File: src/rtl/core/gfs_pkg.sv
`timescale 1ns / 1ps
// ----------------------------------------------------------------------------
// gfs_pkg
// shared types, register codes, clamp helpers and the alpha table
// ----------------------------------------------------------------------------
package gfs_pkg;

    localparam int CFG_IDX_W   = 3;
    localparam int CFG_DATA_W  = 16;
    localparam int QUEUE_DEPTH = 2;
    localparam int QPTR_W      = $clog2(QUEUE_DEPTH);
    localparam int QCNT_W      = $clog2(QUEUE_DEPTH + 1);
    localparam int DIV_W       = 16;
    localparam int DIV_CNT_W   = $clog2(DIV_W);

    localparam logic [8:0]  FRAME_LIMIT = 9'd256;
    localparam logic [5:0]  MAX_LAYERS  = 6'd40;
    localparam logic [15:0] LFSR_POLY   = 16'hB400;

    localparam logic [8:0]  NUM_FRAMES_RST   = 9'd1;
    localparam logic [8:0]  GRAIN_LENGTH_RST = 9'd5;
    localparam logic [7:0]  GRAIN_STEP_RST   = 8'd1;
    localparam logic [8:0]  SPRAY_RST        = 9'd0;
    localparam logic [5:0]  OVERLAY_RST      = 6'd1;
    localparam logic [15:0] RANDOM_SEED_RST  = 16'd44257;

    typedef enum logic [CFG_IDX_W-1:0] {
        REG_NUM_FRAMES   = 3'd0,
        REG_GRAIN_LENGTH = 3'd1,
        REG_GRAIN_STEP   = 3'd2,
        REG_SPRAY        = 3'd3,
        REG_OVERLAY      = 3'd4,
        REG_RANDOM_SEED  = 3'd5
    } cfg_reg_e;

    typedef enum logic [3:0] {
        BK_IDLE,
        BK_BASE,
        BK_STEP,
        BK_JIT,
        BK_TSTART,
        BK_TWAIT,
        BK_EMIT,
        BK_GRAIN,
        BK_SMOD,
        BK_PMOD
    } back_state_t;

    typedef struct packed {
        logic [8:0]  num_frames;
        logic [8:0]  grain_length;
        logic [7:0]  grain_step;
        logic [8:0]  spray;
        logic [5:0]  overlay;
    } cfg_t;

    typedef struct packed {
        logic        seed_load;
        logic [15:0] seed;
        logic        gp_clear;
    } cfg_evt_t;

    typedef struct packed {
        logic [8:0] fc;
        logic [5:0] ov;
        logic [8:0] s;
        logic [7:0] alpha;
        logic [8:0] gl;
        logic [7:0] step;
    } job_t;

    typedef struct packed {
        logic valid;
        job_t job;
    } push_t;

    typedef struct packed {
        logic             start;
        logic [DIV_W-1:0] dividend;
        logic [8:0]       divisor;
    } div_req_t;

    typedef struct packed {
        logic       done;
        logic [8:0] rem;
    } div_rsp_t;

    localparam logic [7:0] ALPHA_TABLE [0:40] = '{
        8'd0,   8'd255, 8'd127, 8'd85,  8'd63,  8'd51,  8'd42,  8'd36,  8'd31,
        8'd28,  8'd25,  8'd23,  8'd21,  8'd19,  8'd18,  8'd17,  8'd15,  8'd15,
        8'd14,  8'd13,  8'd12,  8'd12,  8'd11,  8'd11,  8'd10,  8'd10,  8'd9,
        8'd9,   8'd9,   8'd8,   8'd8,   8'd8,   8'd7,   8'd7,   8'd7,   8'd7,
        8'd7,   8'd6,   8'd6,   8'd6,   8'd6
    };

    function automatic logic [8:0] eff_frames(input logic [8:0] fc);
        logic [8:0] r;
        r = fc;
        if (fc == 9'd0)
            r = 9'd1;
        else if (fc > FRAME_LIMIT)
            r = FRAME_LIMIT;
        return r;
    endfunction

    function automatic logic [5:0] eff_overlay(input logic [5:0] ov);
        logic [5:0] r;
        r = ov;
        if (ov == 6'd0)
            r = 6'd1;
        else if (ov > MAX_LAYERS)
            r = MAX_LAYERS;
        return r;
    endfunction

endpackage

File: src/rtl/core/gfs_tick_if.sv
`timescale 1ns / 1ps
// ----------------------------------------------------------------------------
// gfs_tick_if
// tick channel, one beat per output frame period
// ----------------------------------------------------------------------------
interface gfs_tick_if;
    logic valid;
    logic ready;
    logic tick;

    modport source (output valid, output tick, input ready);
    modport sink   (input valid, input tick, output ready);
endinterface

File: src/rtl/core/gfs_layer_if.sv
`timescale 1ns / 1ps
// ----------------------------------------------------------------------------
// gfs_layer_if
// layer channel, one beat per blended layer
// ----------------------------------------------------------------------------
interface gfs_layer_if;
    logic       valid;
    logic       ready;
    logic [7:0] frame_index;
    logic [5:0] layer;
    logic [7:0] alpha;
    logic       last;

    modport source (output valid, output frame_index, output layer, output alpha,
                    output last, input ready);
    modport sink   (input valid, input frame_index, input layer, input alpha,
                    input last, output ready);
endinterface

File: src/rtl/core/granular_frame_scheduler_unit.sv
`timescale 1ns / 1ps
// ----------------------------------------------------------------------------
// granular_frame_scheduler_unit
// granular frame scheduler: one tick beat in, one layer beat per overlay layer
// out
// ----------------------------------------------------------------------------
// Each accepted tick with tick = 1 yields overlay layer beats, each with the
// source frame (start + grain_pos + layer + jitter) mod the frame count, the
// blend weight 255 / overlay and a last flag on the final layer. Every modulo
// goes through one shared 16-step remainder unit: the base frame, per layer a
// jitter when spray is nonzero and the frame, and two more when the grain
// wraps. A layer also waits while the layer channel is stalled. Up to two
// ticks wait in the job queue while one is worked on, and a finished layer
// sits in the output register while the next one is computed.
// ----------------------------------------------------------------------------
module granular_frame_scheduler_unit (
    input  logic                             clk,
    input  logic                             rst_n,
    gfs_tick_if.sink                         ticks,
    gfs_layer_if.source                      layers,
    input  logic                             cfg_wr_en,
    input  logic [gfs_pkg::CFG_IDX_W-1:0]    cfg_index,
    input  logic [gfs_pkg::CFG_DATA_W-1:0]   cfg_data
);
    import gfs_pkg::*;

    cfg_t     cfg_reg, cfg_next;
    cfg_evt_t evt;
    push_t    push;
    job_t     q_head;
    logic     q_full;
    logic     q_empty;
    logic     pop;
    div_req_t div_req;
    div_rsp_t div_rsp;
    logic     gl_ok;

    assign gl_ok = (cfg_data[8:0] != 9'd0)
                && (cfg_data[8:0] <= eff_frames(cfg_reg.num_frames));

    always_comb
    begin
        cfg_next      = cfg_reg;
        evt.seed_load = 1'b0;
        evt.seed      = (cfg_data == 16'd0) ? 16'd1 : cfg_data;
        evt.gp_clear  = 1'b0;
        if (cfg_wr_en)
        begin
            case (cfg_reg_e'(cfg_index))
                REG_NUM_FRAMES:
                    cfg_next.num_frames = cfg_data[8:0];
                REG_GRAIN_LENGTH:
                    if (gl_ok)
                    begin
                        cfg_next.grain_length = cfg_data[8:0];
                        evt.gp_clear          = 1'b1;
                    end
                REG_GRAIN_STEP:
                    cfg_next.grain_step = cfg_data[7:0];
                REG_SPRAY:
                    cfg_next.spray = cfg_data[8:0];
                REG_OVERLAY:
                    cfg_next.overlay = cfg_data[5:0];
                REG_RANDOM_SEED:
                    evt.seed_load = 1'b1;
                default:
                begin
                end
            endcase
        end
    end

    always_ff @(posedge clk or negedge rst_n)
    begin
        if (!rst_n)
        begin
            cfg_reg.num_frames   <= NUM_FRAMES_RST;
            cfg_reg.grain_length <= GRAIN_LENGTH_RST;
            cfg_reg.grain_step   <= GRAIN_STEP_RST;
            cfg_reg.spray        <= SPRAY_RST;
            cfg_reg.overlay      <= OVERLAY_RST;
        end
        else
        begin
            cfg_reg <= cfg_next;
        end
    end

    gfs_front u_front (
        .ticks  (ticks),
        .cfg    (cfg_reg),
        .q_full (q_full),
        .push   (push)
    );

    gfs_queue u_queue (
        .clk   (clk),
        .rst_n (rst_n),
        .push  (push),
        .pop   (pop),
        .full  (q_full),
        .empty (q_empty),
        .head  (q_head)
    );

    gfs_div u_div (
        .clk   (clk),
        .rst_n (rst_n),
        .req   (div_req),
        .rsp   (div_rsp)
    );

    gfs_back u_back (
        .clk     (clk),
        .rst_n   (rst_n),
        .q_empty (q_empty),
        .q_head  (q_head),
        .pop     (pop),
        .evt     (evt),
        .div_req (div_req),
        .div_rsp (div_rsp),
        .layers  (layers)
    );

endmodule

File: src/rtl/core/gfs_div.sv
`timescale 1ns / 1ps
// ----------------------------------------------------------------------------
// gfs_div
// shared restoring remainder unit, one dividend bit per cycle
// ----------------------------------------------------------------------------
module gfs_div (
    input  logic              clk,
    input  logic              rst_n,
    input  gfs_pkg::div_req_t req,
    output gfs_pkg::div_rsp_t rsp
);
    import gfs_pkg::*;

    logic                 busy_reg, busy_next;
    logic                 done_reg, done_next;
    logic [DIV_CNT_W-1:0] cnt_reg, cnt_next;
    logic [DIV_W-1:0]     dvd_reg, dvd_next;
    logic [8:0]           dvs_reg, dvs_next;
    logic [8:0]           rem_reg, rem_next;
    logic [9:0]           shifted;

    assign shifted = {rem_reg, dvd_reg[DIV_W-1]};

    always_comb
    begin
        busy_next = busy_reg;
        done_next = 1'b0;
        cnt_next  = cnt_reg;
        dvd_next  = dvd_reg;
        dvs_next  = dvs_reg;
        rem_next  = rem_reg;
        if (busy_reg)
        begin
            dvd_next = {dvd_reg[DIV_W-2:0], 1'b0};
            if (shifted >= {1'b0, dvs_reg})
                rem_next = 9'(shifted - {1'b0, dvs_reg});
            else
                rem_next = shifted[8:0];
            cnt_next = cnt_reg + 1'b1;
            if (cnt_reg == DIV_CNT_W'(DIV_W - 1))
            begin
                busy_next = 1'b0;
                done_next = 1'b1;
            end
        end
        else if (req.start)
        begin
            busy_next = 1'b1;
            cnt_next  = '0;
            dvd_next  = req.dividend;
            dvs_next  = req.divisor;
            rem_next  = '0;
        end
    end

    always_ff @(posedge clk or negedge rst_n)
    begin
        if (!rst_n)
        begin
            busy_reg <= 1'b0;
            done_reg <= 1'b0;
            cnt_reg  <= '0;
        end
        else
        begin
            busy_reg <= busy_next;
            done_reg <= done_next;
            cnt_reg  <= cnt_next;
        end
    end

    always_ff @(posedge clk)
    begin
        dvd_reg <= dvd_next;
        dvs_reg <= dvs_next;
        rem_reg <= rem_next;
    end

    assign rsp.done = done_reg;
    assign rsp.rem  = rem_reg;

endmodule

File: src/rtl/core/gfs_front.sv
`timescale 1ns / 1ps
// ----------------------------------------------------------------------------
// gfs_front
// takes tick beats, drops idle ones, builds a job from the clamped settings
// ----------------------------------------------------------------------------
module gfs_front (
    gfs_tick_if.sink        ticks,
    input  gfs_pkg::cfg_t   cfg,
    input  logic            q_full,
    output gfs_pkg::push_t  push
);
    import gfs_pkg::*;

    logic [8:0] fc;
    logic [5:0] ov;

    assign fc = eff_frames(cfg.num_frames);
    assign ov = eff_overlay(cfg.overlay);

    assign ticks.ready = !q_full;

    always_comb
    begin
        push.valid     = ticks.valid && !q_full && ticks.tick;
        push.job.fc    = fc;
        push.job.ov    = ov;
        push.job.s     = (cfg.spray > fc) ? fc : cfg.spray;
        push.job.alpha = ALPHA_TABLE[ov];
        push.job.gl    = (cfg.grain_length == 9'd0) ? 9'd1 : cfg.grain_length;
        push.job.step  = cfg.grain_step;
    end

endmodule

File: src/rtl/core/gfs_queue.sv
`timescale 1ns / 1ps
// ----------------------------------------------------------------------------
// gfs_queue
// short job queue between front and back
// ----------------------------------------------------------------------------
module gfs_queue (
    input  logic            clk,
    input  logic            rst_n,
    input  gfs_pkg::push_t  push,
    input  logic            pop,
    output logic            full,
    output logic            empty,
    output gfs_pkg::job_t   head
);
    import gfs_pkg::*;

    job_t              mem_reg [QUEUE_DEPTH];
    logic [QPTR_W-1:0] wr_ptr_reg, wr_ptr_next;
    logic [QPTR_W-1:0] rd_ptr_reg, rd_ptr_next;
    logic [QCNT_W-1:0] cnt_reg, cnt_next;
    logic              do_push;
    logic              do_pop;

    assign full    = (cnt_reg == QCNT_W'(QUEUE_DEPTH));
    assign empty   = (cnt_reg == '0);
    assign do_push = push.valid && !full;
    assign do_pop  = pop && !empty;
    assign head    = mem_reg[rd_ptr_reg];

    always_comb
    begin
        wr_ptr_next = wr_ptr_reg;
        rd_ptr_next = rd_ptr_reg;
        cnt_next    = cnt_reg;
        if (do_push)
            wr_ptr_next = (wr_ptr_reg == QPTR_W'(QUEUE_DEPTH - 1)) ? '0 : wr_ptr_reg + 1'b1;
        if (do_pop)
            rd_ptr_next = (rd_ptr_reg == QPTR_W'(QUEUE_DEPTH - 1)) ? '0 : rd_ptr_reg + 1'b1;
        if (do_push && !do_pop)
            cnt_next = cnt_reg + 1'b1;
        else if (do_pop && !do_push)
            cnt_next = cnt_reg - 1'b1;
    end

    always_ff @(posedge clk or negedge rst_n)
    begin
        if (!rst_n)
        begin
            wr_ptr_reg <= '0;
            rd_ptr_reg <= '0;
            cnt_reg    <= '0;
        end
        else
        begin
            wr_ptr_reg <= wr_ptr_next;
            rd_ptr_reg <= rd_ptr_next;
            cnt_reg    <= cnt_next;
        end
    end

    always_ff @(posedge clk)
    begin
        if (do_push)
            mem_reg[wr_ptr_reg] <= push.job;
    end

endmodule

File: src/rtl/core/gfs_back.sv
`timescale 1ns / 1ps
// ----------------------------------------------------------------------------
// gfs_back
// runs one tick job: layer frames, jitter lfsr, grain advance, output register
// ----------------------------------------------------------------------------
module gfs_back (
    input  logic               clk,
    input  logic               rst_n,
    input  logic               q_empty,
    input  gfs_pkg::job_t      q_head,
    output logic               pop,
    input  gfs_pkg::cfg_evt_t  evt,
    output gfs_pkg::div_req_t  div_req,
    input  gfs_pkg::div_rsp_t  div_rsp,
    gfs_layer_if.source        layers
);
    import gfs_pkg::*;

    back_state_t state_reg, state_next;

    logic [15:0] lfsr_reg, lfsr_next;
    logic [7:0]  start_reg, start_next;
    logic [7:0]  gp_reg, gp_next;
    logic        out_valid_reg, out_valid_next;

    job_t        job_reg, job_next;
    logic [7:0]  base_reg, base_next;
    logic [5:0]  layer_reg, layer_next;
    logic [8:0]  q_reg, q_next;
    logic [7:0]  frame_reg, frame_next;
    logic [7:0]  a_reg, a_next;
    logic [7:0]  out_frame_reg, out_frame_next;
    logic [5:0]  out_layer_reg, out_layer_next;
    logic [7:0]  out_alpha_reg, out_alpha_next;
    logic        out_last_reg, out_last_next;

    logic [15:0] lfsr_step;
    logic        out_free;
    logic        last_layer;
    logic [8:0]  gp_inc;
    logic        grain_wrap;
    logic [8:0]  pos_sum;
    logic [10:0] t_val;
    logic [16:0] prod;
    logic [8:0]  start_sum;

    assign lfsr_step  = {1'b0, lfsr_reg[15:1]} ^ (lfsr_reg[0] ? LFSR_POLY : 16'd0);
    assign out_free   = !out_valid_reg || layers.ready;
    assign last_layer = (layer_reg == 6'(job_reg.ov - 6'd1));
    assign gp_inc     = {1'b0, gp_reg} + 9'd1;
    assign grain_wrap = (gp_inc >= job_reg.gl);
    assign pos_sum    = {1'b0, start_reg} + {1'b0, gp_reg};
    assign t_val      = 11'(base_reg) + 11'(layer_reg) + 11'({q_reg, 1'b0})
                      + 11'(job_reg.fc) - 11'(job_reg.s);
    assign prod       = 17'(job_reg.gl) * 17'(job_reg.step);
    assign start_sum  = {1'b0, a_reg} + {1'b0, div_rsp.rem[7:0]};

    // next state
    always_comb
    begin
        state_next = state_reg;
        case (state_reg)
            BK_IDLE:
                if (!q_empty)
                    state_next = BK_BASE;
            BK_BASE:
                if (div_rsp.done)
                    state_next = BK_STEP;
            BK_STEP:
                state_next = (job_reg.s != 9'd0) ? BK_JIT : BK_TSTART;
            BK_JIT:
                if (div_rsp.done)
                    state_next = BK_TSTART;
            BK_TSTART:
                state_next = BK_TWAIT;
            BK_TWAIT:
                if (div_rsp.done)
                    state_next = BK_EMIT;
            BK_EMIT:
                if (out_free)
                    state_next = last_layer ? BK_GRAIN : BK_STEP;
            BK_GRAIN:
                state_next = grain_wrap ? BK_SMOD : BK_IDLE;
            BK_SMOD:
                if (div_rsp.done)
                    state_next = BK_PMOD;
            BK_PMOD:
                if (div_rsp.done)
                    state_next = BK_IDLE;
            default:
                state_next = BK_IDLE;
        endcase
    end

    // datapath and outputs
    always_comb
    begin
        lfsr_next      = lfsr_reg;
        start_next     = start_reg;
        gp_next        = gp_reg;
        out_valid_next = out_valid_reg && !layers.ready;
        job_next       = job_reg;
        base_next      = base_reg;
        layer_next     = layer_reg;
        q_next         = q_reg;
        frame_next     = frame_reg;
        a_next         = a_reg;
        out_frame_next = out_frame_reg;
        out_layer_next = out_layer_reg;
        out_alpha_next = out_alpha_reg;
        out_last_next  = out_last_reg;
        pop            = 1'b0;
        div_req        = '0;

        case (state_reg)
            BK_IDLE:
                if (!q_empty)
                begin
                    pop              = 1'b1;
                    job_next         = q_head;
                    div_req.start    = 1'b1;
                    div_req.dividend = DIV_W'(pos_sum);
                    div_req.divisor  = q_head.fc;
                end
            BK_BASE:
                if (div_rsp.done)
                begin
                    base_next  = div_rsp.rem[7:0];
                    layer_next = '0;
                end
            BK_STEP:
            begin
                lfsr_next = lfsr_step;
                q_next    = '0;
                if (job_reg.s != 9'd0)
                begin
                    div_req.start    = 1'b1;
                    div_req.dividend = lfsr_step;
                    div_req.divisor  = job_reg.s;
                end
            end
            BK_JIT:
                if (div_rsp.done)
                    q_next = div_rsp.rem;
            BK_TSTART:
            begin
                div_req.start    = 1'b1;
                div_req.dividend = DIV_W'(t_val);
                div_req.divisor  = job_reg.fc;
            end
            BK_TWAIT:
                if (div_rsp.done)
                    frame_next = div_rsp.rem[7:0];
            BK_EMIT:
                if (out_free)
                begin
                    out_valid_next = 1'b1;
                    out_frame_next = frame_reg;
                    out_layer_next = layer_reg;
                    out_alpha_next = job_reg.alpha;
                    out_last_next  = last_layer;
                    if (!last_layer)
                        layer_next = layer_reg + 6'd1;
                end
            BK_GRAIN:
                if (grain_wrap)
                begin
                    gp_next          = '0;
                    div_req.start    = 1'b1;
                    div_req.dividend = DIV_W'(start_reg);
                    div_req.divisor  = job_reg.fc;
                end
                else
                begin
                    gp_next = gp_inc[7:0];
                end
            BK_SMOD:
                if (div_rsp.done)
                begin
                    a_next           = div_rsp.rem[7:0];
                    div_req.start    = 1'b1;
                    div_req.dividend = prod[DIV_W-1:0];
                    div_req.divisor  = job_reg.fc;
                end
            BK_PMOD:
                if (div_rsp.done)
                begin
                    if (start_sum >= job_reg.fc)
                        start_next = 8'(start_sum - job_reg.fc);
                    else
                        start_next = start_sum[7:0];
                end
            default:
            begin
            end
        endcase

        if (evt.seed_load)
            lfsr_next = evt.seed;
        if (evt.gp_clear)
            gp_next = '0;
    end

    always_ff @(posedge clk or negedge rst_n)
    begin
        if (!rst_n)
        begin
            state_reg     <= BK_IDLE;
            lfsr_reg      <= RANDOM_SEED_RST;
            start_reg     <= '0;
            gp_reg        <= '0;
            out_valid_reg <= 1'b0;
        end
        else
        begin
            state_reg     <= state_next;
            lfsr_reg      <= lfsr_next;
            start_reg     <= start_next;
            gp_reg        <= gp_next;
            out_valid_reg <= out_valid_next;
        end
    end

    always_ff @(posedge clk)
    begin
        job_reg       <= job_next;
        base_reg      <= base_next;
        layer_reg     <= layer_next;
        q_reg         <= q_next;
        frame_reg     <= frame_next;
        a_reg         <= a_next;
        out_frame_reg <= out_frame_next;
        out_layer_reg <= out_layer_next;
        out_alpha_reg <= out_alpha_next;
        out_last_reg  <= out_last_next;
    end

    assign layers.valid       = out_valid_reg;
    assign layers.frame_index = out_frame_reg;
    assign layers.layer       = out_layer_reg;
    assign layers.alpha       = out_alpha_reg;
    assign layers.last        = out_last_reg;

endmodule

File: src/flat_wrapper.sv
// flat-port wrapper written by rule: the top's interface ports become plain ports
module granular_frame_scheduler_unit_flat import gfs_pkg::*;
  (clk, rst_n, cfg_wr_en, cfg_index, cfg_data, ticks_valid, ticks_tick, ticks_ready, layers_valid, layers_frame_index, layers_layer, layers_alpha, layers_last, layers_ready);
  gfs_tick_if ticks_i ();
  gfs_layer_if layers_i ();
  input  logic clk;
  input  logic rst_n;
  input  logic cfg_wr_en;
  input  logic [gfs_pkg::CFG_IDX_W-1:0] cfg_index;
  input  logic [gfs_pkg::CFG_DATA_W-1:0] cfg_data;
  input wire logic [$bits(ticks_i.valid)-1:0] ticks_valid;
  input wire logic [$bits(ticks_i.tick)-1:0] ticks_tick;
  output wire logic [$bits(ticks_i.ready)-1:0] ticks_ready;
  output wire logic [$bits(layers_i.valid)-1:0] layers_valid;
  output wire logic [$bits(layers_i.frame_index)-1:0] layers_frame_index;
  output wire logic [$bits(layers_i.layer)-1:0] layers_layer;
  output wire logic [$bits(layers_i.alpha)-1:0] layers_alpha;
  output wire logic [$bits(layers_i.last)-1:0] layers_last;
  input wire logic [$bits(layers_i.ready)-1:0] layers_ready;
  assign ticks_i.valid = ticks_valid;
  assign ticks_i.tick = ticks_tick;
  assign ticks_ready = ticks_i.ready;
  assign layers_valid = layers_i.valid;
  assign layers_frame_index = layers_i.frame_index;
  assign layers_layer = layers_i.layer;
  assign layers_alpha = layers_i.alpha;
  assign layers_last = layers_i.last;
  assign layers_i.ready = layers_ready;
  granular_frame_scheduler_unit u_core (.clk(clk), .rst_n(rst_n), .ticks(ticks_i), .layers(layers_i), .cfg_wr_en(cfg_wr_en), .cfg_index(cfg_index), .cfg_data(cfg_data));
endmodule
File: config.mk
export PLATFORM = sky130hd
export DESIGN_NAME = granular_frame_scheduler_unit_flat
export DESIGN_NICKNAME = d
export VERILOG_FILES = /design/src/rtl/core/gfs_pkg.sv /design/src/rtl/core/gfs_tick_if.sv /design/src/rtl/core/gfs_layer_if.sv /design/src/rtl/core/granular_frame_scheduler_unit.sv /design/src/rtl/core/gfs_div.sv /design/src/rtl/core/gfs_front.sv /design/src/rtl/core/gfs_queue.sv /design/src/rtl/core/gfs_back.sv /design/src/flat_wrapper.sv
export SDC_FILE = /design/constraint.sdc
export NUM_CORES = 1
export LEC_CHECK = 0
export ABC_AREA = 1
export BUFFER_PORTS_ARGS = -buffer_cell sky130_fd_sc_hd__clkbuf_2
export CORE_UTILIZATION = 42
export CTS_BUF_LIST = sky130_fd_sc_hd__clkbuf_8
export DETAILED_ROUTE_END_ITERATION = 16
export GPL_ROUTABILITY_DRIVEN = 0
export HOLD_SLACK_MARGIN = 0.1
export PLACE_DENSITY = 0.62
export SYNTH_ARGS = -nofsm -noshare
export SYNTH_HDL_FRONTEND = slang
export SYNTH_SLANG_ARGS = --single-unit
File: constraint.sdc
create_clock -name clk -period 11.95 [get_ports clk]
set_input_delay 2.9875 -clock clk [delete_from_list [all_inputs] [get_ports clk]]
set_output_delay 2.9875 -clock clk [all_outputs]
set_load 0.05 [all_outputs]
==> results of run 1 <==
## layout make-up
class                           instances  area, um2
Timing Repair Buffer                   60      330.3
Sequential cell                       331       9507
Multi-Input combinational cell       1352       8533
Inverter                              386       1449
Clock inverter                         39      286.5
Tap cell                              607      759.5
Clock buffer                           63      867.1
Fill cell                            4349      24730
## cells in the mapped netlist (5+ instances only)
library cell  instances
a211oi_1              5
a21oi_1              53
a22oi_1               7
buf_1                 5
buf_2                 6
clkbuf_1             43
dfrtp_1              75
dfstp_2              13
edfxtp_1            242
fa_1                 66
ha_1                125
inv_1               382
mux2_2               49
nand2_1             540
nand3_1             124
nand3b_1              8
nand4_1              29
nor2_1              152
nor3_1               19
o21ai_0              88
o21bai_1              8
o22ai_1               5
xnor2_1              15
xor2_1               21
## worst paths after layout
kind,end,cells past startpoint
worst max-delay path,u_core.u_div.dvd_reg[7]$_DFFE_PP_,19
worst min-delay path,u_core.u_back.layers.frame_index[6]$_DFFE_PP_,0
worst max register to register,u_core.u_div.dvd_reg[7]$_DFFE_PP_,19
worst min register to register,u_core.u_back.layers.frame_index[6]$_DFFE_PP_,0
max in group asynchronous,u_core.u_queue.rd_ptr_reg$_DFFE_PN0P_,2
min in group asynchronous,u_core.u_back.start_reg[0]$_DFFE_PN0P_,1
## per-stage QoR
stage | hold WS, ps | std cells | area [um2]
floorplan | 400.3 | 2127 | 19710
global placement | 407.9 | 2736 | 20580
detailed placement | 410.5 | 2736 | 20580
CTS | 422.8 | 2838 | 21730
global route | 427.9 | 2838 | 21730
finish | 418.0 | 2838 | 21730
## logic make-up (layout without fill, tap and decap cells)
family	Yosys count	count (layout)
mux	49	49
flops	331	331
fa+ha+maj	191	191
simple gates	894	894
xor+xnor	36	36
buf+inv	444	548
compound gates	182	182
## metal layers
metal  vias up  global-route usage (%)
met5         -                       0
met4         0                   4.732
met3        57                   2.797
met2       348                   32.25
met1      6687                   25.71
li1       6999                       -
## critical path, stage by stage (launching register included)
cell and delay [ps]:
edfxtp_1 600, nand2_1 150, inv_1 70, fa_1 450, fa_1 540, inv_1 50
fa_1 470, fa_1 560, inv_1 40, ha_1 360, nand2_1 110, nand3_1 160
inv_1 80, nand2_1 60, nand3_1 100, nand2_1 70, nor2_1 190, nand3_1 100
nand2_1 60, nand2_1 60
==> impl_metrics.tcl, run 1 <==
set metrics [dict create \
    drt_first_pass_iters 7 \
    period_share_pct 38.17 \
    num-nets-final 2402 \
    root_buffer "clkbuf_8" \
    start_util_pct 42.43 \
    synth_top_family_by_area "simple AND/OR/NAND/NOR gates" \
    h-tree-depth 2 \
    grt_pass1_vias 14005 \
    yosysTopAreaCell "edfxtp_1" \
    status "complete, no violations" \
    wl_met3_um 2024 \
    ctsResizeCount 0 \
    drv_cap 0 \
    hold_viol 0 \
    final_core_util_pct 46.78 \
    syn_area_um2 19710 \
    top_layer "met4" \
    wirelength_um 44290 \
    crit_start "u_core.u_back.job_reg[9]$_DFFE_PP_" \
    slew_viol_final 0 \
    viasPerCell 4.965 \
    crit_arrival_ps 4900 \
    hp-class "flip-flop to flip-flop" \
    synth.area.mux_share_pct 2.799 \
    grt_pass1_wl_um 72350 \
    synth-compound-area-share_pct 5.167 \
    clk_path_buf_depth 3 \
    antenna_found_initial 0 \
    fin_tns_setup_ps 0 \
    crit_path_max_fanout 9 \
    worst_pin_slew_ps 945.3 \
    synth-edff-count 242 \
    rrSetupSlack_ps 7390 \
    coreArea_um2 46460 \
    synth_xor_area_share_pct 1.599 \
    postCtsSetupBuffers 0 \
    synth-simple-area-share_pct 18.95 \
    critPathCaptureType "flip-flop" \
    netlist.area_leader.share_pct 36.86 \
    vias 14091 \
    wire_per_inst_um 15.60 \
    synthAdderAreaFrac_pct 14.64 \
    synth_cell_types 48 \
    synth_nets 2343 \
    finalSetupViolCount 0 \
    cp_data_required_time_ps 12290 \
    dieArea_um2 47810 \
    final_common_cell "nand2_1" \
    reg2reg_from "u_core.u_back.job_reg[9]$_DFFE_PP_" \
    fin_crit_ps 4561 \
    setup_ws_ps 7389 \
    post-place-ws_ps 7221 \
    criticalPathCategory "flip-flop to flip-flop" \
    ys_seq_elements 331 \
    cts-buffers-inserted 55 \
    clkLatencyLatePin_ps 620 \
    clock_sinks 331 \
    drive_gt1_share_pct 10.13 \
    drt_iter0_markers 1016 \
    dp_hpwl_um 33330 \
    io_pins 50 \
    wl_met1_um 20350 \
    cts_tree "built" \
    grt_start_max_net_pins 73 \
    ant_nets 0 \
    grt_overflow 0 \
    die_y_um 218.6 \
    die-width_um 218.6 \
    cts.clk_slew.worst_paths_ps 60 \
    grt_util_all_layers_pct 19.11 \
    yosys_warnings 0 \
    wl_met2_um 21090 \
    n_antenna_cell 0 \
    async_flop_share_pct 26.59 \
    final_cell_mix "nand2_1, inv_1, edfxtp_1" \
    drc 0 \
    clock_skew_ps 38.07 \
    io_buffer_count 49 \
    syn2layout_area_growth_pct 10.24 \
    min_from "u_core.u_back.frame_reg[6]$_DFFE_PP_" \
    largest_reg_flops 98 \
    yosysSeqAreaShare_pct 48.22 \
    clock.fmax_mhz 219.2 \
    syn-instance-count 2127 \
    slew_headroom_pct 36.98 \
    synthFlopType "edfxtp_1" \
    rsz0062_at_grt "false" \
    num_rows 79 \
    startpoint_type "flip-flop" \
    synth.area.top_cells "edfxtp_1, nand2_1, dfrtp_1" \
    synth.avg_cell_area_um2 9.268 \
    cts_hold_buf 0 \
]
Power of run 1 is not shown: default switching activity piles up to over one toggle a cycle in this logic, so the estimate is an artifact.
==> run 2, diff against run 1 <==
==> constraint.sdc (replaced) <==
create_clock -name clk -period 4.75 [get_ports clk]
set_input_delay 1.1875 -clock clk [delete_from_list [all_inputs] [get_ports clk]]
set_output_delay 1.1875 -clock clk [all_outputs]
set_load 0.05 [all_outputs]
==> run 2 against run 1 <==
Effect of this change:
- global-route usage is 0.18 points higher
- setup slack worse by 7100 ps
- sequential share of layout area is 0.24 points higher
- flip-flop and latch count stayed put
- via count is 1.4% higher
- non-clock buffer count is 5 higher
- hold slack worse by 2.1 ps
- critical path depth stayed put
==> impl_metrics.tcl, run 2 (same netlist as run 1, synthesis figures left out) <==
set metrics [dict create \
    drt_first_pass_iters 6 \
    crit_arrival_ps 4760 \
    hp-class "flip-flop to flip-flop" \
    die-width_um 218.6 \
    clkLatencyLatePin_ps 620 \
    crit_path_max_fanout 9 \
    start_util_pct 42.43 \
    startpoint_type "flip-flop" \
    antenna_found_initial 0 \
    drt_iter0_markers 861 \
    hold_viol 0 \
    critPathCaptureType "flip-flop" \
    cpMostUsedCell "nand2_1" \
    period_share_pct 92.95 \
    postCtsSetupBuffers 0 \
    ctsResizeCount 0 \
    num_rows 79 \
    min_to "u_core.u_back.layers.frame_index[4]$_DFFE_PP_" \
    whs_path_depth 0 \
    cts_tree "built" \
    crit_slowest_cell "edfxtp_1" \
    wire_per_inst_um 15.86 \
    io_pins 50 \
    clock.fmax_mhz 226.5 \
    clock_skew_ps 42.41 \
    clk_path_buf_depth 3 \
    ant_nets 0 \
    finalSetupViolCount 0 \
    criticalPathCategory "flip-flop to flip-flop" \
    rrSetupSlack_ps 330 \
    cts.clk_slew.worst_paths_ps 70 \
    h-tree-depth 2 \
    dp_hpwl_um 33920 \
    slew_headroom_pct 38.30 \
    io_buffer_count 49 \
    rsz0062_at_grt "false" \
    drc 0 \
    final_cell_mix "nand2_1, inv_1, edfxtp_1" \
    root_buffer "clkbuf_8" \
    grt_start_max_net_pins 70 \
    regArea_um2 9507 \
    fin_crit_ps 4415 \
    reg2reg_from "u_core.u_back.job_reg[11]$_DFFE_PP_" \
    vias 14295 \
    cpLargestDelayFamily "adder cells" \
    grt_pass1_vias 14136 \
    cts_hold_buf 0 \
    fin_tns_setup_ps 0 \
    cpPeakStageDelay_ps 550 \
    status "complete, no violations" \
    syn2layout_area_growth_pct 9.654 \
    n_antenna_cell 0 \
    clock_sinks 331 \
    grt_pass1_wl_um 72570 \
    final_common_cell "nand2_1" \
    worst_pin_slew_ps 922.1 \
    coreArea_um2 46460 \
    drv_cap 0 \
    cp.buffers_inverters 4 \
    die_y_um 218.6 \
    cts-buffers-inserted 54 \
    multi_input_area_um2 8533 \
    grt_overflow 0 \
    fillers 4378 \
    timing.rr.end "u_core.u_div.dvd_reg[13]$_DFFE_PP_" \
    wirelength_um 45050 \
    grt_util_all_layers_pct 19.29 \
    worstPathCellList "nand2_1 -> inv_1 -> fa_1 -> fa_1 -> fa_1 -> inv_1 -> fa_1 -> inv_1 -> ha_1 -> nand2_1 -> inv_1 -> a21oi_1 -> nand2_1 -> nand2_1 -> nand3_1 -> nand3_1 -> nand2_1 -> nand2_1 -> nand2_1" \
    dieArea_um2 47810 \
    num-nets-final 2406 \
    drive_gt1_share_pct 9.673 \
    r2r_cells 19 \
    cp_data_required_time_ps 5090 \
    min_from "u_core.u_back.frame_reg[4]$_DFFE_PP_" \
    viasPerCell 5.033 \
    slew_viol_final 0 \
    largest_reg_flops 98 \
]
## run 2: changes by cell type in the layout (fill, tap and decap cells not counted), sizes merged
cell,previous run,this run
buf,12,17
clkinv,16,9
clkbuf,111,105
inv,405,418
bufinv,4,1
## run 2: final cells by class
type / count / share of cell area (%)
Clock buffer: 57 / 3.629
Clock inverter: 42 / 0.9956
Inverter: 386 / 6.703
Multi-Input combinational cell: 1352 / 39.48
Sequential cell: 331 / 43.98
Tap cell: 607 / 3.514
Timing Repair Buffer: 65 / 1.702
## run 2: metrics by stage
step	util, %	cell area (um2)	setup WS (ps)	hold WS [ps]	std cells
global placement	44.38	20620	431.8	409.1	2741
finish	46.53	21620	334.6	416.0	2840
detailed placement	44.38	20620	380.1	404.5	2741
global route	46.53	21620	41.47	432.8	2840
CTS	46.53	21620	332.8	415.9	2840
floorplan	-	19710	595.6	400.3	2127
## run 2: metal layers
layer / global-route usage [%] / vias to the layer above / wire length [um] / part of all wire (%)
li1: - / 6992 / - / -
met1: 25.19 / 6848 / 19750 / 44
met2: 32.06 / 362 / 21470 / 48
met3: 2.867 / 93 / 2300 / 5.1
met4: 7.716 / 0 / 1532 / 3.4
met5: 0 / - / 0 / 0
## run 2: how the worst max path moves through the flow
stage | startpoint | endpoint | slack, ps | cells past startpoint
after floorplan | u_core.u_back.job_reg[8]$_DFFE_PP_ | u_core.u_div.dvd_reg[14]$_DFFE_PP_ | 600 | 20
after global placement | u_core.u_back.job_reg[7]$_DFFE_PP_ | u_core.u_div.dvd_reg[14]$_DFFE_PP_ | 430 | 19
after detailed placement | u_core.u_back.job_reg[11]$_DFFE_PP_ | u_core.u_div.dvd_reg[13]$_DFFE_PP_ | 380 | 19
after CTS | u_core.u_back.job_reg[11]$_DFFE_PP_ | u_core.u_div.dvd_reg[13]$_DFFE_PP_ | 330 | 19
after global routing | u_core.u_back.job_reg[6]$_DFFE_PP_ | u_core.u_div.dvd_reg[14]$_DFFE_PP_ | 40 | 19
final | u_core.u_back.job_reg[11]$_DFFE_PP_ | u_core.u_div.dvd_reg[13]$_DFFE_PP_ | 330 | 19
Power of run 2 is left out for the same reason.
